===== src/vwwa_pkg.sv =====
// ----------------------------------------------------------------------------
// vwwa_pkg
// Widths, limits and reset values shared by the windowed VWAP block.
// ----------------------------------------------------------------------------
`default_nettype none

package vwwa_pkg;

  localparam int PRICE_W      = 24;
  localparam int VOLUME_W     = 32;
  localparam int PROD_W       = PRICE_W + VOLUME_W;
  localparam int PSUM_W       = 64;
  localparam int VSUM_W       = 40;
  localparam int WIN_W        = 9;
  localparam int SLOT_W       = 8;
  localparam int WINDOW_MAX   = 256;
  localparam int WINDOW_RESET = 20;
  localparam int RING_W       = PROD_W + VOLUME_W;
  localparam int DIV_CNT_W    = $clog2(PSUM_W);

  typedef logic [PRICE_W-1:0]  price_t;
  typedef logic [VOLUME_W-1:0] volume_t;
  typedef logic [PROD_W-1:0]   prod_t;
  typedef logic [PSUM_W-1:0]   psum_t;
  typedef logic [VSUM_W-1:0]   vsum_t;
  typedef logic [WIN_W-1:0]    win_t;
  typedef logic [SLOT_W-1:0]   slot_t;

  typedef struct packed {
    prod_t   product;
    volume_t volume;
  } ring_entry_t;

endpackage

`default_nettype wire


===== src/vwwa_div.sv =====
// ----------------------------------------------------------------------------
// vwwa_div
// Radix-2 restoring divider, one quotient bit per cycle.
// ----------------------------------------------------------------------------
`default_nettype none

module vwwa_div (
  input  wire                  clk,
  input  wire                  rst_n,
  input  wire                  start,
  input  wire vwwa_pkg::psum_t dividend,
  input  wire vwwa_pkg::vsum_t divisor,
  output logic                 done,
  output vwwa_pkg::psum_t      quotient
);
  import vwwa_pkg::*;

  logic                 busy_r, busy_nxt;
  logic                 done_r, done_nxt;
  logic [DIV_CNT_W-1:0] cnt_r, cnt_nxt;
  vsum_t                rem_r, rem_nxt;
  psum_t                dq_r, dq_nxt;
  vsum_t                dvs_r, dvs_nxt;
  logic [VSUM_W:0]      rem_sh;
  logic [VSUM_W:0]      diff;
  logic                 ge;

  assign rem_sh = {rem_r, dq_r[PSUM_W-1]};
  assign ge     = rem_sh >= {1'b0, dvs_r};
  assign diff   = rem_sh - {1'b0, dvs_r};

  always_comb begin
    busy_nxt = busy_r;
    done_nxt = 1'b0;
    cnt_nxt  = cnt_r;
    rem_nxt  = rem_r;
    dq_nxt   = dq_r;
    dvs_nxt  = dvs_r;
    if (start) begin
      busy_nxt = 1'b1;
      cnt_nxt  = '0;
      rem_nxt  = '0;
      dq_nxt   = dividend;
      dvs_nxt  = divisor;
    end else if (busy_r) begin
      rem_nxt = ge ? diff[VSUM_W-1:0] : rem_sh[VSUM_W-1:0];
      dq_nxt  = {dq_r[PSUM_W-2:0], ge};
      cnt_nxt = cnt_r + 1'b1;
      if (cnt_r == {DIV_CNT_W{1'b1}}) begin
        busy_nxt = 1'b0;
        done_nxt = 1'b1;
      end
    end
  end

  always_ff @(posedge clk) begin
    if (!rst_n) begin
      busy_r <= 1'b0;
      done_r <= 1'b0;
      cnt_r  <= '0;
    end else begin
      busy_r <= busy_nxt;
      done_r <= done_nxt;
      cnt_r  <= cnt_nxt;
    end
  end

  always_ff @(posedge clk) begin
    rem_r <= rem_nxt;
    dq_r  <= dq_nxt;
    dvs_r <= dvs_nxt;
  end

  assign done     = done_r;
  assign quotient = dq_r;

endmodule

`default_nettype wire


===== config.mk =====
export PLATFORM = sky130hd
export DESIGN_NAME = vwwa_div
export DESIGN_NICKNAME = d
export VERILOG_FILES = /design/src/vwwa_pkg.sv /design/src/vwwa_div.sv
export SDC_FILE = /design/constraint.sdc
export NUM_CORES = 1
export LEC_CHECK = 0
export BUFFER_PORTS_ARGS = -buffer_cell sky130_fd_sc_hd__buf_4
export CORE_MARGIN = 2
export CORE_UTILIZATION = 44
export CTS_CLUSTER_SIZE = 20
export DETAILED_ROUTE_END_ITERATION = 7
export MAX_ROUTING_LAYER = met4
export PLACE_DENSITY = 0.67
export SLEW_MARGIN = 20
export SYNTH_ARGS = -nofsm -noshare
export SYNTH_HDL_FRONTEND = slang
export SYNTH_SLANG_ARGS = --single-unit

===== constraint.sdc =====
create_clock -name clk -period 4.1 [get_ports clk]
set_input_delay 0.615 -clock clk [delete_from_list [all_inputs] [get_ports clk]]
set_output_delay 0.615 -clock clk [all_outputs]
set_load 0.02 [all_outputs]

---- After elaboration in Yosys (flattened, before gate mapping) ----
Cells that the tools add are included.
cells by class
  $add $sub $neg .......................... 2
  magnitude comparators ................... 1
  equal/unequal tests ..................... 1
  mux-type cells .......................... 7
  bitwise gates (word level) .............. 2
  reductions and logical operators ........ 3
operator list
  cell                                          number
  2-to-1 mux 64 bit                             2
  greater-or-equal comparator 41 x 40 -> 1 bit  1
  2-to-1 mux 40 bit                             1
  subtractor 40 bit                             1
  adder 6 x 1 -> 6 bit, second input constant   1
  equality test 6 bit, second input constant    1
  2-to-1 mux 1 bit                              4
  OR reduction 3 bit                            1
  inverter 1 bit                                2
  nonzero test 2 bit                            1
  OR reduction 2 bit                            1
storage, ports and cells
  register bits after elaboration ......... 152
  bits of input ports ..................... 107
  output and inout port bits .............. 65
  word-level logic and storage cells ...... 22

---- Depth between registers and ports, before layout ----
Gate-level depths: netlist (run 1).
  word-level depth ........................ 4
  mapped depth ............................ 15
  gate-level depth less buffers ........... 12

---- Least setup slack after synthesis (run 1) ----
No wires, ideal clock.
  path type ............................... reg-to-reg
  from .................................... reg dq_r[63], in the netlist quotient[63]
  to ...................................... reg rem_r[38]
  setup time .............................. 0.095 ns
  data arrival time ....................... 2.940 ns
  data required time ...................... 4.005 ns
  setup slack ............................. 1.065 ns
  stages on the path, launching flop included .. 13
  path buffers ............................ 0
  clock period less this slack ............ 3.035 ns
  cell sequence ........................... edfxtp_1 inv_1 ha_1 fa_1 nor2b_1 o2111a_1 o21ai_0 a311oi_1 o211ai_1 a31oi_1 o21ai_0 mux2_2 a221oi_1
between the ends
  cells in the longest elaborated chain, start to end .. 2
  elaborated cells between the ends (all ways) .. 3
  classes of those cells .................. add/sub (1); order compare (1); mux (1)
ends and longest elaborated chain
  item                                                                                      RTL line                        source
  start, declared                                                                           vwwa_div.sv:22                  psum_t dq_r, dq_nxt;
  start signal, assigned                                                                    vwwa_div.sv:70                  dq_r <= dq_nxt;
  subtractor 40 bit / greater-or-equal comparator 41 x 40 -> 1 bit (equally long branches)  vwwa_div.sv:30, vwwa_div.sv:29
  2-to-1 mux 40 bit *                                                                       vwwa_div.sv:46                  rem_nxt = ge ? diff[VSUM_W-1:0] : rem_sh[VSUM_W-1:0];
  end signal, assigned                                                                      vwwa_div.sv:69                  rem_r <= rem_nxt;
  end, declared                                                                             vwwa_div.sv:21                  vsum_t rem_r, rem_nxt;
Mark *: on every way between the ends. The rest lies on a longest branch, timed or not.
A chain may end at the register's enable or synchronous reset.

---- Final worst setup path (run 1) ----
  from .................................... reg dvs_r[24]
  to ...................................... reg rem_r[36]
between the ends
  cells in the longest elaborated chain, start to end .. 2
  elaborated cells between the ends (all ways) .. 3
  classes of those cells .................. add/sub (1); order compare (1); mux (1)
ends and longest elaborated chain
  item                                                                                      RTL line                        source
  start, declared                                                                           vwwa_div.sv:23                  vsum_t dvs_r, dvs_nxt;
  start signal, assigned                                                                    vwwa_div.sv:71                  dvs_r <= dvs_nxt;
  subtractor 40 bit / greater-or-equal comparator 41 x 40 -> 1 bit (equally long branches)  vwwa_div.sv:30, vwwa_div.sv:29
  2-to-1 mux 40 bit *                                                                       vwwa_div.sv:46
Marked as above.

==> results.py, run 1 <==
metrics = {
    "floorplan": {
        "core_area_um2": 18700,
        "num_io_pins": 172,
        "initial_core_util": 0.448,
        "die_area_um2": 20200,
        "dieWidth_um": 142,
        "rows": 50,
        "fp.dieH_um": 142,
    },
    "worst_setup_path": {
        "r2r_start": "dvs_r[24]$_DFFE_PP_",
        "cp_slowest_cell": "or4_1",
        "crit_type": "flop to flop",
        "reg2reg_slack_ns": 0.53,
        "arrival_ns": 3.90,
        "end_kind": "flop",
        "worst_ep_required_time_ns": 4.43,
        "path_cells": "inv_1, ha_1, and4_1, nor4b_1, nand3_1, nand2_1, a31oi_1, a311o_1, and2_4, or4_1, a311oi_1",
        "path_max_fanout": 21,
        "critical_path.max_stage_delay_ns": 0.55,
        "rr_endpoint": "rem_r[36]$_SDFFE_PP0P_",
        "r2r_cells": 11,
        "cp-start-kind": "flop",
    },
    "clock_tree": {
        "cts_tree": "done",
        "cts_setup_buffers": 0,
        "numCtsBuffers": 17,
        "cts_root_buffer": "clkbuf_16",
        "path_clk_slew_ns": 0.07,
        "h-tree-depth": 4,
        "clk_path_buf_depth": 2,
        "cts.sinks": 152,
        "clock_latency_ns": 0.43,
        "ctsResizeCount": 0,
        "cts-hold-fix-buffers": 0,
    },
    "yosys": {
        "synthSimpleGateAreaFrac": 0.112,
        "synth_edf_count": 104,
        "syn_area_um2": 8390,
        "yosysUniqueCellTypes": 60,
        "syn_nets": 938,
        "synth_top_area_frac": 0.372,
        "ys_seq_elements": 152,
        "yosysTopAreaCell": "edfxtp_1",
        "syn-mean-instance-area_um2": 10.6,
        "synthMuxAreaShare": 0.117,
        "synthCells": 789,
        "synthArstFlopShare": 0,
        "synth_compound_area_frac": 0.145,
        "synthAdderAreaFrac": 0.0635,
        "synth_ff_type": "edfxtp_1",
        "seq_area_frac_synth": 0.487,
        "yosysWarnings": 0,
        "synthXorXnorAreaFrac": 0.0345,
        "synth_top_family_by_area": "compound AO/OA/AOI/OAI gates",
        "synth_area_leaders": "edfxtp_1 37%, dfxtp_1 11%, mux2_2 8.7%, ha_1 6.1%, a21oi_1 3.2%",
    },
    "placed_design": {
        "hpwlAfterDp_um": 14600,
        "place_area_um2": 9890,
        "portBuffers": 171,
        "dpl.cell_count": 1164,
        "pre_cts_slack_ns": 0.539,
        "routabilityCongestion": 0.871,
    },
    "hold_path": {
        "hold_path.class": "primary input to flop",
        "hold_end": "dvs_r[38]$_DFFE_PP_",
        "hold_start": "divisor[38]",
        "hold_depth": 1,
    },
    "layout": {
        "drive_above_1_share": 0.296,
        "fin_nets": 1098,
        "diodes": 0,
        "multiInputGateArea_um2": 3960,
        "final_cell_count_no_fill": 1196,
        "final.fill_count": 1669,
        "seq_area_um2": 4090,
        "areaGrowthSynthToFinish_pct": 24.8,
        "post-route-cell-area_um2": 10500,
    },
    "sta": {
        "slew_headroom": 0.554,
        "finalWorstSetupSlack_ns": 0.528,
        "slew_violations": 0,
        "skew_ns": 0.0114,
        "worst_pin_slew_ns": 0.668,
        "fin_crit_sh": 0.871,
        "hold_violations": 0,
        "fin_crit_ns": 3.57,
        "fmax_mhz": 280,
        "tns_ns": 0,
        "setup_viol": 0,
        "rsz0062_at_grt": "false",
    },
    "outcome": {
        "outcome": "completed",
    },
    "drt": {
        "num_vias": 6509,
        "drc_errors": 0,
        "wirelength_um": 20100,
        "wl_per_cell_um": 16.8,
        "drt-initial-drc-count": 364,
        "first_pass_iters": 4,
        "drt-vias-per-instance": 5.44,
        "ant_nets": 0,
    },
    "global_route": {
        "grt-ovfl-total": 0,
        "antenna_found_initial": 0,
        "grt_pass1_wl_um": 32700,
        "grt_usage": 0.211,
        "grt_pass1_vias": 6632,
        "grt_max_degree": 76,
    },
    "pwr": {
        "peakVddDrop_uv": 301,
        "power_density_nw_per_um2": 431,
        "power_w": 0.00451,
        "leakage_nw": 4.36,
    },
    "run": {
        "drv_cap": 0,
    },
}
-- per-stage QoR --
step                hold WS, ns   util
finish                    0.360  0.560
global route              0.341  0.560
CTS                       0.338  0.560
detailed placement        0.470  0.529
global placement          0.451  0.529
floorplan                 0.439      -
-- flip-flops by register name, indices dropped and copies added, names as in the netlist --
signal	cells
quotient	64
done	1
dvs_r	40
rem_r	40
busy_r	1
cnt_r	6
-- how the worst max path moves through the flow --
stage / to / startpoint / slack [ns]
global placement: rem_r[36]$_SDFFE_PP0P_ / dvs_r[24]$_DFFE_PP_ / 0.71
global route: rem_r[36]$_SDFFE_PP0P_ / dvs_r[24]$_DFFE_PP_ / 0.20
floorplan: rem_r[38]$_SDFFE_PP0P_ / quotient[63]$_DFFE_PP_ / 1.06
detailed placement: rem_r[36]$_SDFFE_PP0P_ / dvs_r[24]$_DFFE_PP_ / 0.54
CTS: rem_r[36]$_SDFFE_PP0P_ / dvs_r[24]$_DFFE_PP_ / 0.52
finish: rem_r[36]$_SDFFE_PP0P_ / dvs_r[24]$_DFFE_PP_ / 0.53
-- metal layers --
metal | up-vias | track usage | share of wire | wire (um)
li1 | 3239 | - | - | -
met4 | 0 | 0.0753 | 0.018 | 357
met2 | 187 | 0.328 | 0.47 | 9340
met5 | - | - | 0 | 0
met3 | 29 | 0.0545 | 0.058 | 1170
met1 | 3054 | 0.266 | 0.46 | 9210
-- area by class of cell --
cell class / instances / share of cell area
flip-flops and latches: 152 / 0.390
multi-input cells: 549 / 0.378
repair buffers: 178 / 0.130
clock buffers: 17 / 0.0406
well taps: 234 / 0.0280
inverters: 51 / 0.0183
clock inverters: 15 / 0.0149
-- cell usage in the layout (no fill, tap or decap), drive strengths merged, types with 30 or more instances in the layout --
cell type	n
a21oi	53
dfxtp	48
mux2	65
inv	59
nand2	58
o21ai	30
ha	41
nor2	69
edfxtp	104
buf	178
a211oi	30
-- cell families after synthesis --
logic type	after synthesis
compound gates	184
buf+inv	88
flops	152
xor+xnor	33
fa+ha+maj	42
simple gates	200
mux	90
-- synth_stat cells, types with 14 or more instances --
cell type / n
edfxtp_1: 104
nor2_1: 69
mux2_2: 65
nand2_1: 58
a21oi_1: 53
inv_1: 51
dfxtp_1: 48
ha_1: 41
a211oi_1: 30
o21ai_0: 29
clkbuf_1: 27
mux2i_1: 25
xor2_1: 18
xnor2_1: 15
nand4_1: 14
-- report_power, final --
group / internal, W / total, W / switching [W]
clock: 0.000812 / 0.00154 / 0.000732
sequential: 0.00180 / 0.00188 / 0.0000850
combinational: 0.000487 / 0.00108 / 0.000597
-- critical path, delay by kind of cell, from the launching register on --
family	cells	cell delay, ns
AO/OA/AOI/OAI	3	0.78
adder cells (fa/ha/maj)	1	0.47
buffers and inverters	1	0.05
flip-flops	1	0.33
AND/OR/NAND/NOR	6	1.85
No activity file was read; power rests on OpenSTA's default activity.
==> run 2, diff against run 1 <==
--- a/config.mk
+++ b/config.mk
@@ -10,8 +10,10 @@
 export CORE_UTILIZATION = 44
 export CTS_CLUSTER_SIZE = 20
 export DETAILED_ROUTE_END_ITERATION = 7
+export GPL_ROUTABILITY_DRIVEN = 0
 export MAX_ROUTING_LAYER = met4
 export PLACE_DENSITY = 0.67
+export RECOVER_POWER = 50
 export SLEW_MARGIN = 20
 export SYNTH_ARGS = -nofsm -noshare
 export SYNTH_HDL_FRONTEND = slang
==> run 2 against run 1 <==
Compared with the run above:
- the run now ends with max-capacitance violations, max-slew violations left
- fmax increased by 0.23%
- total power decreased by 0.68%
- worst setup slack improved by 0.0083 ns
- count of clock-buffer cells in the layout unchanged
- register-to-register slack about the same
- global-route usage unchanged
- clock skew increased by 0.00061 ns
- via count increased by 0.29%
- highest routed layer unchanged
==> results.py, run 2 (synthesis results as in run 1) <==
metrics = {
    "outcome": {
        "outcome": "finished with violations",
        "violations": "max-capacitance violations, max-slew violations",
    },
    "sta": {
        "worst_pin_slew_ns": 2.17,
        "setup_viol": 0,
        "fin_crit_ns": 3.56,
        "slew_headroom": -0.449,
        "skew_ns": 0.0120,
        "fmax_mhz": 281,
        "hold_violations": 0,
        "rsz0062_at_grt": "false",
        "whs_ns": 0.380,
        "tns_ns": 0,
        "slew_violations": 39,
        "fin_crit_sh": 0.869,
    },
    "drt": {
        "drt-vias-per-instance": 5.46,
        "wl_per_cell_um": 16.8,
        "num_vias": 6528,
        "wirelength_um": 20100,
        "drc_errors": 0,
        "drt-initial-drc-count": 391,
        "ant_nets": 0,
        "first_pass_iters": 4,
    },
    "layout": {
        "diodes": 0,
        "utilization": 0.552,
        "final.fill_count": 1704,
        "areaGrowthSynthToFinish_pct": 23.1,
        "final_cell_count_no_fill": 1196,
        "drive_above_1_share": 0.258,
        "fin_nets": 1098,
        "layout_commonest_cell": "edfxtp_1",
        "mostFrequentLayoutCells": "104 x edfxtp_1, 98 x buf_4, 69 x nor2_1",
        "largest_reg_flops": 64,
    },
    "clock_tree": {
        "cts_tree": "done",
        "ctsResizeCount": 0,
        "cts.sinks": 152,
        "h-tree-depth": 4,
        "cts-hold-fix-buffers": 0,
        "clock_latency_ns": 0.43,
        "path_clk_slew_ns": 0.07,
        "cts_root_buffer": "clkbuf_16",
        "cts_setup_buffers": 0,
        "clk_path_buf_depth": 2,
        "numCtsBuffers": 17,
    },
    "worst_setup_path": {
        "crit_type": "flop to flop",
        "crit_family": "simple AND/OR/NAND/NOR gates",
        "cp-start-kind": "flop",
        "cp_slowest_cell": "or4_1",
        "arrival_ns": 3.89,
        "path_cells": "inv_1, ha_1, and4_1, nor4b_1, nand2_1, nand2_1, a31oi_1, a311o_1, and2_4, or4_1, a311oi_1",
        "r2r_cells": 11,
        "path_max_fanout": 21,
        "end_kind": "flop",
        "cpMostUsedCell": "nand2_1",
        "critical_path.max_stage_delay_ns": 0.55,
        "cp.depth": 11,
        "worst_ep_required_time_ns": 4.43,
        "worst-path-buf-inv": 1,
    },
    "placed_design": {
        "hpwlAfterDp_um": 14600,
        "portBuffers": 171,
        "dpl.cell_count": 1164,
    },
    "global_route": {
        "antenna_found_initial": 0,
        "grt_pass1_vias": 6632,
        "grt_usage": 0.211,
        "grt_pass1_wl_um": 32700,
        "grt-ovfl-total": 0,
        "grt_max_degree": 76,
    },
    "floorplan": {
        "core_area_um2": 18700,
        "num_io_pins": 172,
        "dieWidth_um": 142,
        "initial_core_util": 0.448,
        "rows": 50,
        "fp.dieH_um": 142,
        "die_area_um2": 20200,
    },
    "hold_path": {
        "hold_path.class": "primary input to flop",
        "hold_depth": 1,
    },
    "pwr": {
        "peakVddDrop_uv": 302,
        "power_density_nw_per_um2": 434,
        "leakage_nw": 4.22,
        "power_w": 0.00448,
    },
    "run": {
        "drv_cap": 1,
    },
}
==> run 2: cell types whose count changed in the layout (fill, tap and decap cells not counted), sizes merged <==
cell    delta
clkbuf    +78
buf       -78
==> run 2: worst paths after layout <==
kind	start	to	slack, ns
setup / recovery	dvs_r[24]$_DFFE_PP_	rem_r[36]$_SDFFE_PP0P_	0.54
hold / removal	divisor[38]	dvs_r[38]$_DFFE_PP_	0.38
setup reg to reg	dvs_r[24]$_DFFE_PP_	rem_r[36]$_SDFFE_PP0P_	0.54
hold reg to reg	rem_r[39]$_SDFFE_PP0P_	rem_r[39]$_SDFFE_PP0P_	0.49
==> run 2: final cells by class <==
cell class	instances	area (um2)	area share
clock inverters	15	156	0.0151
repair buffers	178	1220	0.118
clock buffers	17	425	0.0412
well taps	234	293	0.0284
inverters	51	191	0.0185
flip-flops and latches	152	4090	0.396
multi-input cells	549	3960	0.383
==> run 2: per-stage QoR <==
stage                     worst slack [ns]  instance area [um2]
after floorplan                       1.06                 8390
after global placement               0.709                 9890
after detailed placement             0.539                 9890
after CTS                            0.519                10500
after global routing                 0.198                10300
final                                0.536                10300
==> run 2: routing by layer <==
metal,up-vias,routed length (um),track usage
met4,0,337,0.0753
met3,30,1240,0.0545
met5,-,0,-
met1,3070,9120,0.266
li1,3237,-,-
met2,191,9370,0.328
==> run 2: power breakdown <==
part / internal [W] / leakage, nW / switching [W] / total (W)
clock network: 0.000812 / 0.283 / 0.000732 / 0.00154
logic: 0.000456 / 2.50 / 0.000598 / 0.00105
registers: 0.00180 / 1.43 / 0.0000835 / 0.00188
total: 0.00307 / 4.22 / 0.00141 / 0.00448
==> run 3, diff against run 2 <==
--- a/config.mk
+++ b/config.mk
@@ -11,6 +11,7 @@
 export CTS_CLUSTER_SIZE = 20
 export DETAILED_ROUTE_END_ITERATION = 7
 export GPL_ROUTABILITY_DRIVEN = 0
+export GPL_TIMING_DRIVEN = 0
 export MAX_ROUTING_LAYER = met4
 export PLACE_DENSITY = 0.67
 export RECOVER_POWER = 50
==> run 3 against run 2 <==
Compared with the run above:
- the flow now finishes without violations
- combinational power barely moved
- hold slack got worse by 0.011 ns
- global-route usage increased by 0.77 points
- non-clock buffer count increased by 31
- clock skew is 0.0052 ns higher
- sequential power is essentially flat
- register-to-register slack lost 0.17 ns
- total power up 2.6%
- sequential cell count stayed put
- count of clock-buffer cells in the layout increased by 2
- largest cell class unchanged
- largest power group unchanged
==> results.py, run 3 (synthesis results as in run 1) <==
metrics = {
    "outcome": {
        "outcome": "completed",
    },
    "sta": {
        "tns_ns": 0,
        "fin_crit_sh": 0.912,
        "setup_viol": 0,
        "slew_violations": 0,
        "slew_headroom": 0.522,
        "rsz0062_at_grt": "false",
        "fin_crit_ns": 3.74,
        "hold_violations": 0,
        "worst_pin_slew_ns": 0.718,
        "fmax_mhz": 268,
        "skew_ns": 0.0172,
    },
    "clock_tree": {
        "clock_latency_ns": 0.44,
        "cts_root_buffer": "clkbuf_16",
        "cts_setup_buffers": 0,
        "cts.sinks": 152,
        "numCtsBuffers": 17,
        "clk_path_buf_depth": 2,
        "path_clk_slew_ns": 0.08,
        "ctsResizeCount": 0,
        "cts-hold-fix-buffers": 0,
        "cts_tree": "done",
        "h-tree-depth": 4,
    },
    "layout": {
        "fin_nets": 1129,
        "mostFrequentLayoutCells": "104 x edfxtp_1, 94 x clkbuf_1, 69 x nor2_1",
        "largest_reg_flops": 64,
        "areaGrowthSynthToFinish_pct": 23.5,
        "post-route-cell-area_um2": 10400,
        "diodes": 0,
        "drive_above_1_share": 0.223,
        "layout_commonest_cell": "edfxtp_1",
    },
    "floorplan": {
        "rows": 50,
        "die_area_um2": 20200,
        "num_io_pins": 172,
        "initial_core_util": 0.448,
        "core_area_um2": 18700,
        "dieWidth_um": 142,
        "fp.dieH_um": 142,
    },
    "drt": {
        "wirelength_um": 20800,
        "num_vias": 6731,
        "ant_nets": 0,
        "first_pass_iters": 5,
        "drt-vias-per-instance": 5.49,
        "drt-initial-drc-count": 387,
        "drc_errors": 0,
        "wl_per_cell_um": 17.0,
    },
    "global_route": {
        "grt_usage": 0.218,
        "grt_pass1_wl_um": 33400,
        "grt_max_degree": 43,
        "grt_pass1_vias": 6832,
        "grt-ovfl-total": 0,
        "antenna_found_initial": 0,
    },
    "pwr": {
        "power_w": 0.00460,
        "power_density_nw_per_um2": 444,
        "peakVddDrop_uv": 277,
        "leakage_nw": 4.18,
    },
    "placed_design": {
        "place_area_um2": 9990,
        "hpwlAfterDp_um": 15600,
        "portBuffers": 171,
    },
    "worst_setup_path": {
        "cp-start-kind": "flop",
        "arrival_ns": 4.07,
        "worst_ep_required_time_ns": 4.43,
        "crit_type": "flop to flop",
        "end_kind": "flop",
        "path_max_fanout": 10,
    },
    "hold_path": {
        "hold_path.class": "primary input to flop",
    },
    "run": {
        "drv_cap": 0,
    },
}
run 3: worst paths after layout:
path | start | to | slack, ns | cells past startpoint
worst max-delay path | dvs_r[1]$_DFFE_PP_ | rem_r[23]$_SDFFE_PP0P_ | 0.36 | 14
worst min register to register | rem_r[39]$_SDFFE_PP0P_ | rem_r[39]$_SDFFE_PP0P_ | 0.48 | 2
worst max register to register | dvs_r[1]$_DFFE_PP_ | rem_r[23]$_SDFFE_PP0P_ | 0.36 | 14
worst min-delay path | divisor[25] | dvs_r[25]$_DFFE_PP_ | 0.37 | 1
run 3: final cells by class:
type,instances,area (um2)
clock buffers,19,433
inverters,51,191
multi-input cells,549,3960
plain buffers,37,158
clock inverters,13,185
flip-flops and latches,152,4080
repair buffers,172,1060
well taps,234,293
fillers,1736,8340
run 3: power by group:
group	internal, W	switching [W]	total, W	leakage [nW]
logic	0.000432	0.000614	0.00105	2.45
registers	0.00180	0.0000762	0.00188	1.43
clock network	0.000981	0.000695	0.00168	0.303
total	0.00321	0.00138	0.00460	4.18
run 3: critical path, stage by stage (launching register included):
cell	delay, ns
edfxtp_1	0.41
inv_1	0.08
ha_1	0.23
nor2b_1	0.14
o31a_1	0.30
o211ai_1	0.25
a21oi_1	0.17
a31oi_1	0.34
a311o_1	0.24
buf_6	0.13
and2_4	0.15
clkbuf_1	0.45
buf_2	0.37
nand2_1	0.09
a311oi_1	0.27
run 3: stage by stage:
step | utilization | worst slack (ns) | cells | hold WS, ns
after floorplan | - | 1.06 | 789 | 0.439
after global placement | 0.533 | 0.205 | 1194 | 0.454
after detailed placement | 0.534 | 0.370 | 1195 | 0.465
after CTS | 0.567 | 0.304 | 1227 | 0.334
after global routing | 0.554 | 0.0406 | 1227 | 0.364
final | 0.554 | 0.362 | 1227 | 0.369
run 3: routing by layer:
layer,vias to the layer above,wire [um],GRT usage
met4,0,465,0.0789
li1,3310,-,-
met3,41,1420,0.0636
met5,-,0,-
met1,3160,9140,0.262
met2,220,9810,0.351
